## src/hdl/dtq_pkg.sv

```systemverilog
package dtq_pkg;

    localparam int DTQ_DAYS                = 256;
    localparam int DTQ_POWER_TABLE_ENTRIES = 256;

    localparam int MODE_W    = 2;
    localparam int SAMPLE_W  = 32;
    localparam int DAY_W     = 8;
    localparam int VALUE_W   = 64;
    localparam int STATUS_W  = 2;
    localparam int DCOUNT_W  = 9;
    localparam int SCALE_W   = 32;
    localparam int CFG_IDX_W = 2;
    localparam int CFG_DATA_W = 32;

    localparam int QUEUE_DEPTH = 2;

    localparam logic [DCOUNT_W-1:0] DAY_COUNT_RESET = 9'd256;
    localparam logic [SCALE_W-1:0]  SCALE_RESET     = 32'h0001_0000;

    localparam logic [MODE_W-1:0] MODE_PUSH  = 2'd0;
    localparam logic [MODE_W-1:0] MODE_READ  = 2'd1;
    localparam logic [MODE_W-1:0] MODE_CLEAR = 2'd2;

    localparam logic [CFG_IDX_W-1:0] CFG_DAY_COUNT     = 2'd0;
    localparam logic [CFG_IDX_W-1:0] CFG_INVERSE_SCALE = 2'd1;

    typedef enum logic [1:0] {
        OP_PUSH,
        OP_READ,
        OP_CLEAR,
        OP_NONE
    } op_t;

    typedef enum logic [STATUS_W-1:0] {
        STATUS_OK        = 2'd0,
        STATUS_BAD_DAY   = 2'd1,
        STATUS_SATURATED = 2'd2
    } status_t;

    typedef struct packed {
        op_t                 op;
        logic [SAMPLE_W-1:0] mag;
        logic [DAY_W-1:0]    day;
        logic                day_ok;
    } item_t;

    typedef enum logic [3:0] {
        ST_WIPE,
        ST_IDLE,
        ST_TERM0,
        ST_TERM1,
        ST_TERM2,
        ST_TERM3,
        ST_TRI0,
        ST_TRI1,
        ST_TRI2,
        ST_TRI3,
        ST_RD0,
        ST_RD1,
        ST_RD2
    } back_state_t;

endpackage

```

## src/hdl/dtq_if.sv

```systemverilog
interface dtq_in_if;
    import dtq_pkg::*;
    logic                       valid;
    logic                       ready;
    logic [MODE_W-1:0]          mode;
    logic signed [SAMPLE_W-1:0] return_sample;
    logic [DAY_W-1:0]           day_index;

    modport source (output valid, mode, return_sample, day_index, input ready);
    modport sink   (input valid, mode, return_sample, day_index, output ready);
endinterface


interface dtq_cfg_if;
    import dtq_pkg::*;
    logic                  valid;
    logic                  ready;
    logic [CFG_IDX_W-1:0]  index;
    logic [CFG_DATA_W-1:0] data;

    modport source (output valid, index, data, input ready);
    modport sink   (input valid, index, data, output ready);
endinterface

```

## src/hdl/dtq_front.sv

```systemverilog
module dtq_front #(
    parameter int DAYS = dtq_pkg::DTQ_DAYS
) (
    input  logic                         clk,
    input  logic                         rst_n,
    dtq_in_if.sink                       samples,
    dtq_cfg_if.sink                      cfg,
    input  logic                         queue_full,
    output logic                         push,
    output dtq_pkg::item_t               push_item,
    output logic [dtq_pkg::SCALE_W-1:0]  inverse_scale
);
    import dtq_pkg::*;

    logic [DCOUNT_W-1:0] day_count_reg;
    logic [SCALE_W-1:0]  scale_reg;
    logic [SAMPLE_W-1:0] raw;
    logic                below_count;
    logic                below_days;

    assign cfg.ready     = 1'b1;
    assign inverse_scale = scale_reg;

    always_ff @(posedge clk or negedge rst_n)
    begin
        if (!rst_n)
        begin
            day_count_reg <= DAY_COUNT_RESET;
            scale_reg     <= SCALE_RESET;
        end
        else if (cfg.valid)
        begin
            if (cfg.index == CFG_DAY_COUNT)
            begin
                day_count_reg <= cfg.data[DCOUNT_W-1:0];
            end
            else if (cfg.index == CFG_INVERSE_SCALE)
            begin
                scale_reg <= cfg.data[SCALE_W-1:0];
            end
        end
    end

    assign samples.ready = !queue_full;
    assign push          = samples.valid && !queue_full;

    assign raw         = samples.return_sample;
    assign below_count = {1'b0, samples.day_index} < day_count_reg;
    assign below_days  = (DAYS > 255) || (samples.day_index < DAY_W'(DAYS));

    always_comb
    begin
        push_item.mag    = raw[SAMPLE_W-1] ? (~raw + 1'b1) : raw;
        push_item.day    = samples.day_index;
        push_item.day_ok = below_count && below_days;
        case (samples.mode)
            MODE_PUSH:  push_item.op = OP_PUSH;
            MODE_READ:  push_item.op = OP_READ;
            MODE_CLEAR: push_item.op = OP_CLEAR;
            default:    push_item.op = OP_NONE;
        endcase
    end

endmodule

```

## src/flat_wrapper.sv

```systemverilog
// flat-port wrapper written by rule: the top's interface ports become plain ports
module dtq_front_flat import dtq_pkg::*;
#(
    parameter int DAYS = dtq_pkg::DTQ_DAYS
)
  (clk, rst_n, queue_full, push, push_item, inverse_scale, samples_valid, samples_mode, samples_return_sample, samples_day_index, samples_ready, cfg_valid, cfg_index, cfg_data, cfg_ready);
  dtq_in_if samples_i ();
  dtq_cfg_if cfg_i ();
  input  logic clk;
  input  logic rst_n;
  input  logic queue_full;
  output logic push;
  output dtq_pkg::item_t push_item;
  output logic [dtq_pkg::SCALE_W-1:0] inverse_scale;
  input wire logic [$bits(samples_i.valid)-1:0] samples_valid;
  input wire logic [$bits(samples_i.mode)-1:0] samples_mode;
  input wire logic [$bits(samples_i.return_sample)-1:0] samples_return_sample;
  input wire logic [$bits(samples_i.day_index)-1:0] samples_day_index;
  output wire logic [$bits(samples_i.ready)-1:0] samples_ready;
  input wire logic [$bits(cfg_i.valid)-1:0] cfg_valid;
  input wire logic [$bits(cfg_i.index)-1:0] cfg_index;
  input wire logic [$bits(cfg_i.data)-1:0] cfg_data;
  output wire logic [$bits(cfg_i.ready)-1:0] cfg_ready;
  assign samples_i.valid = samples_valid;
  assign samples_i.mode = samples_mode;
  assign samples_i.return_sample = samples_return_sample;
  assign samples_i.day_index = samples_day_index;
  assign samples_ready = samples_i.ready;
  assign cfg_i.valid = cfg_valid;
  assign cfg_i.index = cfg_index;
  assign cfg_i.data = cfg_data;
  assign cfg_ready = cfg_i.ready;
  dtq_front #(.DAYS(DAYS)) u_core (.clk(clk), .rst_n(rst_n), .samples(samples_i), .cfg(cfg_i), .queue_full(queue_full), .push(push), .push_item(push_item), .inverse_scale(inverse_scale));
endmodule
```

## config.mk

```make
export PLATFORM = sky130hd
export DESIGN_NAME = dtq_front_flat
export DESIGN_NICKNAME = d
export VERILOG_FILES = /design/src/hdl/dtq_pkg.sv /design/src/hdl/dtq_if.sv /design/src/hdl/dtq_front.sv /design/src/flat_wrapper.sv
export SDC_FILE = /design/constraint.sdc
export NUM_CORES = 1
export LEC_CHECK = 0
export BUFFER_PORTS_ARGS = -buffer_cell sky130_fd_sc_hd__buf_2
export CAP_MARGIN = 20
export CORE_MARGIN = 5
export CORE_UTILIZATION = 47
export CTS_BUF_LIST = sky130_fd_sc_hd__clkbuf_4
export DETAILED_ROUTE_END_ITERATION = 6
export GPL_ROUTABILITY_DRIVEN = 1
export GPL_TIMING_DRIVEN = 1
export PLACE_DENSITY_LB_ADDON = 0.12
export SYNTH_ARGS = -nofsm -noshare
export SYNTH_HDL_FRONTEND = slang
export SYNTH_SLANG_ARGS = --single-unit
```

## constraint.sdc

```tcl
create_clock -name clk -period 6.2 [get_ports clk]
set_input_delay 0.62 -clock clk [delete_from_list [all_inputs] [get_ports clk]]
set_output_delay 0.62 -clock clk [all_outputs]
set_load 0.005 [all_outputs]
```

==> out/metrics.cfg <==
[run_status]
outcome=finished, final reports clean

[clock_tree]
clock-sinks=41
htreeDepth=2
cts.path.max_buffers=2
hold_buffers=0
clk_pin_slew_ps=120
postCtsResizedCells=0
cts_tree=built
clock_latency_ps=340
cts_buffers=5
post_cts_buffers=0
clockRootBuffer=clkbuf_4

[pwr]
ir_drop_mv=0.222
p_per_area_nw_per_um2=226
p_leak_nw=1.61

[sta]
max_freq_mhz=302
drv_slew=0
hold_viol_final=0
worstMarginPinSlew_ps=872
finalCritPeriodShare_pct=53.4
finClkSkew_ps=0
period_needed_ps=3310
rsz0062_at_grt=no
tns_ps=0
relSlewSlack_pct=41.9
setup_viol=0

[detailed_routing]
drtPass1Iterations=4
via_per_inst=4.80
drc=0
drt_iter0_drc=62
ant_nets=0
wl_um=5800
routedWlPerCell_um=13.2
num_vias=2119

[logic_synthesis]
yosys.area.top_type=dfrtp_1
syn-instance-count=228
synth_area_um2=2430
synth_nets=317
netlist.area_leader.share_pct=40.2
yosys_warnings=0
ys_seq_area_share_pct=42.4
synthTopCellsByArea=dfrtp_1, mux2_2, xnor2_1, ha_1, o21ai_0
synth_top_flop_cell=dfrtp_1
synth_edf_count=0
syn_area_per_cell_um2=10.6
synthArstFlopShare_pct=100
synth-seq-cells=41
synth.distinct_cells=34

[grt]
antenna_found_initial=0
grt_pass1_vias=2031
grt_max_degree=42
grt_pass1_wl_um=9000
grt_overflow=0
globalRouteTotalUtil_pct=17.1

[floorplanning]
die_w_um=81.8
die-height_um=81.8
num_rows=26
coreArea_um2=5070
die_area_um2=6700
io_pins=159
start_util_pct=47.8

[placement]
placedCellCount=433
port_buffers=153
gp_congestion=0.787
dpl.hpwl_um=4800

[run]
cap_violations=0

[worst_setup_path]
worstSetupPathType=input port to output pin
cp.required_ps=5580
critPathBufInv=3
critPathMaxFanout=5
slowest_stage=or4b_1
cp_cell_sequence=buf_2, inv_1, ha_1, or4b_1, nor4_1, nand2_1, o41ai_1, xnor2_1, buf_2
end_kind=output pin
setup.worst_path.start_class=input port
path_common_cell=buf_2
slowest_delay_ps=520
arrival_ps=2690
crit_family=simple AND/OR/NAND/NOR gates

[final_layout]
final_common_cell=buf_2
syn2layout_area_growth_pct=34.5
final_cell_mix=buf_2, dfrtp_1, mux2_2, xnor2_1, nand2_1
layout.nets=459
drive_gt1_share_pct=55.0
largest_reg_flops=32
fillerInstances=436
finalNonFillerCells=441
diodes=0

[worst_hold_path]
hold_path_class=input port to async pin

[cell usage after synthesis, types with 4 or more instances]
cell type,n
xnor2_1,28
inv_1,11
dfrtp_1,39
nor2_1,5
nand2_1,20
o31ai_1,8
buf_4,11
o21ai_0,17
a21oi_1,4
o41ai_1,5
ha_1,8
clkbuf_1,6
mux2_2,34
[through the flow]
stage / setup slack, ps / cell area (um2) / total power, mW / utilization, % / hold WS [ps]
detailed placement: 2890 / 3180 / 0.571 / 62.6 / 487
floorplan: 3370 / 2430 / 0.455 / - / 324
global placement: 2960 / 3180 / 0.563 / 62.6 / 482
finish: 2890 / 3260 / 0.738 / 64.3 / 376
CTS: 2890 / 3260 / 0.748 / 64.3 / 398
global route: 2640 / 3260 / 0.790 / 64.3 / 434
[cell type report]
class	instances	area [um2]	share of cell area [%]
flip-flops and latches	41	1030	31.5
inverters	11	41.3	1.27
clock inverters	2	38.8	1.19
well taps	70	87.6	2.69
clock buffers	6	45.0	1.38
multi-input cells	156	1240	38.0
repair buffers	155	781	23.9
[worst paths after layout]
path,to,slack [ps],startpoint,cells past startpoint
hold reg to reg,u_core.inverse_scale[14],510,u_core.inverse_scale[14],1
max in group asynchronous,u_core.inverse_scale[5],5280,rst_n,1
setup / recovery,push_item[33],2890,samples_return_sample[0],9
hold / removal,u_core.inverse_scale[27],380,rst_n,1
setup reg to reg,u_core.inverse_scale[13],5430,u_core.inverse_scale[13],1
min in group clk,u_core.day_count_reg[7],480,cfg_data[7],3
[power by group]
part,total (mW),internal (mW),switching [mW]
sequential,0.339,0.318,0.0210
clock,0.177,0.0903,0.0871
combinational,0.221,0.123,0.0981
total,0.738,0.531,0.206
[cell families (layout without fill, tap and decap cells)]
kind of cell | after synthesis | after routing | share of synthesized area [%]
flops | 41 | 41 | 42.4
simple gates | 47 | 47 | 10.9
xor+xnor | 29 | 29 | 10.5
mux | 34 | 34 | 15.8
buf+inv | 31 | 174 | 6.50
other cells | 1 | 1 | 0.155
fa+ha+maj | 8 | 8 | 4.13
compound gates | 37 | 37 | 9.70
[layer usage]
layer	up-vias	track usage, %	wire, um
met5	-	0	0
met4	0	4.49	94
met3	8	7.35	653
met2	89	28.5	2710
met1	947	20.2	2350
li1	1075	-	-
No activity file was read; power rests on OpenSTA's default activity.
