`config.mk`:
```
export PLATFORM = sky130hd
export DESIGN_NAME = dtq_queue
export DESIGN_NICKNAME = d
export VERILOG_FILES = /design/src/hdl/dtq_pkg.sv /design/src/hdl/dtq_queue.sv
export SDC_FILE = /design/constraint.sdc
export NUM_CORES = 1
export LEC_CHECK = 0
export BUFFER_PORTS_ARGS = -buffer_cell sky130_fd_sc_hd__buf_2
export CAP_MARGIN = 20
export CORE_MARGIN = 10
export CORE_UTILIZATION = 56
export CTS_BUF_LIST = sky130_fd_sc_hd__clkbuf_16
export DETAILED_ROUTE_END_ITERATION = 7
export GPL_ROUTABILITY_DRIVEN = 0
export MAX_ROUTING_LAYER = met4
export PLACE_DENSITY = 0.86
export SYNTH_ARGS = -nofsm -noshare
export SYNTH_HDL_FRONTEND = slang
export SYNTH_SLANG_ARGS = --single-unit
```
`constraint.sdc`:
```
create_clock -name clk -period 7.2 [get_ports clk]
set_input_delay 1.08 -clock clk [delete_from_list [all_inputs] [get_ports clk]]
set_output_delay 1.08 -clock clk [all_outputs]
set_load 0.03 [all_outputs]
```
`src/hdl/dtq_pkg.sv`:
```
package dtq_pkg;

    localparam int DTQ_DAYS                = 256;
    localparam int DTQ_POWER_TABLE_ENTRIES = 256;

    localparam int MODE_W    = 2;
    localparam int SAMPLE_W  = 32;
    localparam int DAY_W     = 8;
    localparam int VALUE_W   = 64;
    localparam int STATUS_W  = 2;
    localparam int DCOUNT_W  = 9;
    localparam int SCALE_W   = 32;
    localparam int CFG_IDX_W = 2;
    localparam int CFG_DATA_W = 32;

    localparam int QUEUE_DEPTH = 2;

    localparam logic [DCOUNT_W-1:0] DAY_COUNT_RESET = 9'd256;
    localparam logic [SCALE_W-1:0]  SCALE_RESET     = 32'h0001_0000;

    localparam logic [MODE_W-1:0] MODE_PUSH  = 2'd0;
    localparam logic [MODE_W-1:0] MODE_READ  = 2'd1;
    localparam logic [MODE_W-1:0] MODE_CLEAR = 2'd2;

    localparam logic [CFG_IDX_W-1:0] CFG_DAY_COUNT     = 2'd0;
    localparam logic [CFG_IDX_W-1:0] CFG_INVERSE_SCALE = 2'd1;

    typedef enum logic [1:0] {
        OP_PUSH,
        OP_READ,
        OP_CLEAR,
        OP_NONE
    } op_t;

    typedef enum logic [STATUS_W-1:0] {
        STATUS_OK        = 2'd0,
        STATUS_BAD_DAY   = 2'd1,
        STATUS_SATURATED = 2'd2
    } status_t;

    typedef struct packed {
        op_t                 op;
        logic [SAMPLE_W-1:0] mag;
        logic [DAY_W-1:0]    day;
        logic                day_ok;
    } item_t;

    typedef enum logic [3:0] {
        ST_WIPE,
        ST_IDLE,
        ST_TERM0,
        ST_TERM1,
        ST_TERM2,
        ST_TERM3,
        ST_TRI0,
        ST_TRI1,
        ST_TRI2,
        ST_TRI3,
        ST_RD0,
        ST_RD1,
        ST_RD2
    } back_state_t;

endpackage

```
`src/hdl/dtq_queue.sv`:
```
module dtq_queue (
    input  logic            clk,
    input  logic            rst_n,
    input  logic            push,
    input  dtq_pkg::item_t  push_item,
    output logic            full,
    input  logic            pop,
    output dtq_pkg::item_t  head,
    output logic            head_valid
);
    import dtq_pkg::*;

    localparam int PTR_W = (QUEUE_DEPTH > 1) ? $clog2(QUEUE_DEPTH) : 1;
    localparam int CNT_W = $clog2(QUEUE_DEPTH + 1);

    item_t            entry_reg [QUEUE_DEPTH];
    logic [PTR_W-1:0] wr_ptr_reg;
    logic [PTR_W-1:0] rd_ptr_reg;
    logic [CNT_W-1:0] count_reg;

    assign full       = (count_reg == CNT_W'(QUEUE_DEPTH));
    assign head_valid = (count_reg != '0);
    assign head       = entry_reg[rd_ptr_reg];

    always_ff @(posedge clk)
    begin
        if (push)
        begin
            entry_reg[wr_ptr_reg] <= push_item;
        end
    end

    always_ff @(posedge clk or negedge rst_n)
    begin
        if (!rst_n)
        begin
            wr_ptr_reg <= '0;
            rd_ptr_reg <= '0;
            count_reg  <= '0;
        end
        else
        begin
            if (push)
            begin
                wr_ptr_reg <= (wr_ptr_reg == PTR_W'(QUEUE_DEPTH - 1)) ? '0 : wr_ptr_reg + 1'b1;
            end
            if (pop)
            begin
                rd_ptr_reg <= (rd_ptr_reg == PTR_W'(QUEUE_DEPTH - 1)) ? '0 : rd_ptr_reg + 1'b1;
            end
            if (push && !pop)
            begin
                count_reg <= count_reg + 1'b1;
            end
            else if (pop && !push)
            begin
                count_reg <= count_reg - 1'b1;
            end
        end
    end

endmodule

```
==> impl_metrics.yaml, run 1 <==
run_status:
  outcome: "finished clean"
floorplan:
  start_util_pct: 58.31
  die_y_um: 98.98
  ios: 92
  core_um2: 5991
  num_rows: 28
  dieArea_um2: 9797
  die_w_um: 98.98
power:
  leakage_nw: 1.771
  powerDensity_nw_per_um2: 449.7
  ir_drop_v: 0.0003127
  finalPower_mw: 1.942
synth:
  synth.largest_area_cell: "edfxtp_1"
  synth_cell_types: 14
  ys_seq_elements: 90
  syn_nets: 198
  syn_inst: 150
  synth_top_area_share_pct: 73.93
  avgSynthCellArea_um2: 23.29
  synth_warnings: 0
  synthTopCellsByArea: "edfxtp_1, mux2_4, dfrtp_1, buf_12, mux2_2"
  synth_area_um2: 3493
  seq_area_frac_synth_pct: 76.79
clocking:
  cts_tree: "yes"
  root_buffer: "clkbuf_16"
  cts.sinks: 90
  clock_latency_ns: 0.33
  clk_pin_slew_ns: 0.06
  clock_path_buffers: 2
  post-cts-setup-buffer-count: 0
  cts.hold.buffers_added: 0
  ctsHtreeMaxLevel: 3
  cts_buffers: 9
  ctsResizeCount: 0
critical_path:
  crit_type: "reg2out"
  arrival_ns: 1.91
  required_ns: 6.12
  ff2ff_setup_slack_ns: 5.52
  cp-end-kind: "primary output"
  startpoint_type: "flop"
  timing.rr.start: "wr_ptr_reg"
  worstPathMaxFanout: 44
  rr_worst_depth: 1
  r2r-end: "entry_reg[1][14]"
sta:
  hold_slack_ns: 0.4760
  rsz0062_at_grt: "false"
  period_share_pct: 41.51
  fin_worst_skew_ns: 0.007296
  fin_ws_ns: 4.212
  period_minus_slack_ns: 2.988
  hold_viol: 0
  max_freq_mhz: 334.6
  slew_headroom_pct: 32.11
  finalSetupTns_ns: 0
  worstMarginPinSlew_ns: 1.018
  slew_viol_final: 0
  setup_violations: 0
global_routing:
  grt_pass1_wl_um: 9453
  antenna_found_initial: 0
  grtUsageTotal_pct: 12.72
  grt_pass1_vias: 1870
  grt_max_degree: 45
  grt_overflow: 0
place:
  numPortBuffers: 91
  pre_cts_ws_ns: 4.579
  dp.cells: 313
  placed_area_um2: 3976
  place_hpwl_um: 4130
job:
  maxCapViolations: 0
layout:
  antenna_cells: 0
  fillerInstances: 373
  drive_gt1_share_pct: 61.02
  largest_register_ffs: 86
  final_util_pct: 72.10
  fin_cells: 329
  area_growth_pct: 23.64
  final_area_um2: 4319
  fin_nets: 297
detailed_routing:
  wl_per_cell_um: 18.36
  drtAntennaViolNets: 0
  post_drt_via_cell_ratio: 5.112
  wl_um: 6042
  remaining_drc_errors: 0
  drt_iter0_drc: 74
  vias: 1682
  firstDrtPassIters: 4
hold_path:
  hold_class: "reg2reg"
  min_to: "count_reg[1]"
  hold_depth: 1
  hp-start: "count_reg[1]"
==> cell usage after synthesis <==
| cell | number |
|---|---|
| buf_12 | 4 |
| xor2_1 | 4 |
| buf_6 | 1 |
| or2_2 | 1 |
| nor2b_1 | 2 |
| edfxtp_1 | 86 |
| dfrtp_1 | 4 |
| mux2_2 | 4 |
| mux2_4 | 39 |
| nor2_1 | 1 |
| and2_1 | 1 |
| ha_1 | 1 |
| xnor2_1 | 1 |
| inv_1 | 1 |
==> power breakdown <==
group	switching (mW)	leakage (nW)	internal, mW
clock	0.181	0.163	0.339
sequential	0.0317	0.853	0.699
combinational	0.424	0.755	0.268
==> cells by family (layout without fill, tap and decap cells) <==
group | after synthesis | count (layout) | synth area share, %
simple gates | 5 | 5 | 0.8239
fa+ha+maj | 1 | 1 | 0.3581
mux | 43 | 43 | 18.05
buf+inv | 6 | 110 | 2.722
xor+xnor | 5 | 5 | 1.254
flops | 90 | 90 | 76.79
==> cells in the final DEF, fill, tap and decap left out <==
master,n
inv_1,2
nor2b_1,1
mux2_4,39
bufinv_16,3
buf_2,91
nor2b_4,1
xor2_1,4
or2_2,1
dfrtp_2,1
ha_1,1
edfxtp_1,86
buf_4,2
dfrtp_1,3
and2_2,1
mux2_2,4
clkbuf_16,9
nor2_1,1
clkinvlp_4,2
inv_6,1
xnor2_1,1
==> layout make-up <==
type                            instances  area [um^2]  share of cell area, %
Sequential cell                        90         2684                  62.14
Multi-Input combinational cell         54        724.4                  16.77
Timing Repair Buffer                   93        470.5                  10.89
Clock buffer                            9        225.2                  5.214
Clock inverter                          7        117.6                  2.723
Tap cell                               75        93.84                  2.173
Inverter                                1        3.754                0.08691
==> metal layers <==
metal  vias up  wire length, um  track usage [%]
met3         7              525            4.958
li1        784                -                -
met5         -                0                -
met4         0               70            6.064
met1       811             2543            14.37
met2        80             2902            19.44
==> critical path: stages, from the launching register on <==
cell	delay, ns
dfrtp_2	0.33
buf_4	0.62
mux2_2	0.42
buf_2	0.18
==> worst max path at each step <==
stage,from,end,slack [ns],cells past startpoint
finish,rd_ptr_reg,head[23],4.21,3
floorplan,push,entry_reg[0][0],3.75,1
global placement,rd_ptr_reg,head[23],4.59,3
CTS,rd_ptr_reg,head[23],4.20,3
global route,rd_ptr_reg,head[27],4.12,3
detailed placement,rd_ptr_reg,head[23],4.58,3
Note: power is estimated with default switching activity, not from simulation.
==> run 2: changes to the inputs <==
- CORE_UTILIZATION: 56 -> 52
- PLACE_DENSITY: 0.86 -> 0.81
- clock period: 7.2 -> 2.9 ns (I/O delays scaled with it)
==> impl_metrics.yaml, run 2 (synthesis results as in run 1) <==
run_status:
  outcome: "finished clean"
power:
  p_int_mw: 3.079
  seq_power_share_pct: 40.0
  combinationalPowerShare_pct: 36.6
  clkPwrFrac_pct: 23.4
  power_switching_share_pct: 33.76
  ir_drop_v: 0.0006967
  p_sw_mw: 1.569
  leakage_nw: 1.774
  powerDensity_nw_per_um2: 1077
sta:
  finalSetupTns_ns: 0
  max_freq_mhz: 432.1
  fin_worst_skew_ns: 0.005375
  hold_slack_ns: 0.2947
  setup_violations: 0
  worstMarginPinSlew_ns: 0.6694
  slew_viol_final: 0
  hold_viol: 0
  rsz0062_at_grt: "false"
  period_share_pct: 79.81
  period_minus_slack_ns: 2.315
  slew_headroom_pct: 55.28
critical_path:
  rr_worst_depth: 2
  crit_type: "reg2out"
  cp-end-kind: "primary output"
  r2r-end: "entry_reg[0][10]"
  arrival_ns: 1.88
  timing.rr.start: "wr_ptr_reg"
  required_ns: 2.47
  startpoint_type: "flop"
  worstPathMaxFanout: 17
  ff2ff_setup_slack_ns: 1.34
global_routing:
  grt_overflow: 0
  antenna_found_initial: 0
  grt_max_degree: 25
  grt_pass1_wl_um: 9542
  grtUsageTotal_pct: 12.52
  grt_pass1_vias: 1941
layout:
  final_cell_mix: "buf_2, edfxtp_1, mux2_4"
  fin_nets: 300
  fin_cells: 334
  layout_commonest_cell: "buf_2"
  drive_gt1_share_pct: 60.31
  antenna_cells: 0
  largest_register_ffs: 86
  area_growth_pct: 23.57
  fillerInstances: 423
detailed_routing:
  drt_iter0_drc: 35
  vias: 1681
  wl_per_cell_um: 18.48
  remaining_drc_errors: 0
  post_drt_via_cell_ratio: 5.033
  wl_um: 6173
  drtAntennaViolNets: 0
  firstDrtPassIters: 4
clocking:
  root_buffer: "clkbuf_16"
  ctsResizeCount: 0
  cts.sinks: 90
  cts_tree: "yes"
  ctsHtreeMaxLevel: 3
  clock_latency_ns: 0.33
  post-cts-setup-buffer-count: 0
  clk_pin_slew_ns: 0.06
  cts_buffers: 9
  clock_path_buffers: 2
job:
  maxCapViolations: 0
floorplan:
  die_y_um: 102.0
  num_rows: 29
  dieArea_um2: 10400
  start_util_pct: 54.39
  core_um2: 6422
  ios: 92
  die_w_um: 102.0
hold_path:
  min_to: "entry_reg[0][20]"
  hold_depth: 1
  hold_class: "in2reg"
  hp-start: "push_item[20]"
place:
  dp.cells: 317
  place_hpwl_um: 4501
  numPortBuffers: 91
## run 2: power by group through the flow
| stage | combinational, mW | sequential [mW] | clock, mW |
|---|---|---|---|
| 3_5_place_dp | 1.73 | 1.89 | 0 |
| 3_3_place_gp | 1.72 | 1.87 | 0 |
| 2_1_floorplan | 1.45 | 1.82 | 0 |
| 4_1_cts | 1.73 | 1.87 | 1.12 |
| 5_1_grt | 1.80 | 1.89 | 1.17 |
| 6_report | 1.70 | 1.86 | 1.09 |
## run 2: timing repair
item                       4_1_cts  5_1_grt
hold endpoints to repair         4        0
setup endpoints to repair        0        0
hold buffers                     1        0
## run 2: worst max path at each step
stage	slack, ns	end	from	cells after the start
floorplan	0.1	entry_reg[0][0]	push	1
global placement	0.92	head[11]	rd_ptr_reg	3
detailed placement	0.93	head[11]	rd_ptr_reg	3
CTS	0.56	head[11]	rd_ptr_reg	3
global route	0.50	head[32]	rd_ptr_reg	3
finish	0.59	head[32]	rd_ptr_reg	3
## run 2: metal layers
layer	up-vias	wire length, um	part of all wire [%]	GRT usage [%]
met5	-	0	0	-
li1	791	-	-	-
met4	0	49	0.79	4.230
met1	810	2587	42	14.43
met3	7	558	9.0	5.263
met2	73	2978	48	19.41
## run 2: per-stage QoR
stage	total power [mW]	area, um^2	utilization, %	setup WS [ns]
6_report	4.647	4317	67.21	0.5855
5_1_grt	4.865	4317	67.21	0.4993
4_1_cts	4.714	4317	67.21	0.5630
3_5_place_dp	3.617	4019	62.58	0.9302
3_3_place_gp	3.589	4019	62.58	0.9246
2_1_floorplan	3.272	3493	-	0.09891
## run 2: final cells by class
cell class	instances	area, um^2	area share (%)
Inverter	1	3.754	0.08696
Multi-Input combinational cell	54	724.4	16.78
Clock buffer	9	225.2	5.217
Tap cell	77	96.34	2.232
Clock inverter	7	62.56	1.449
Sequential cell	90	2684	62.17
Timing Repair Buffer	96	520.5	12.06
## run 2: worst max-delay path: stages (launching register included)
cell	delay [ns]
dfrtp_2	0.64
buf_4	0.39
mux2_4	0.33
buf_2	0.18
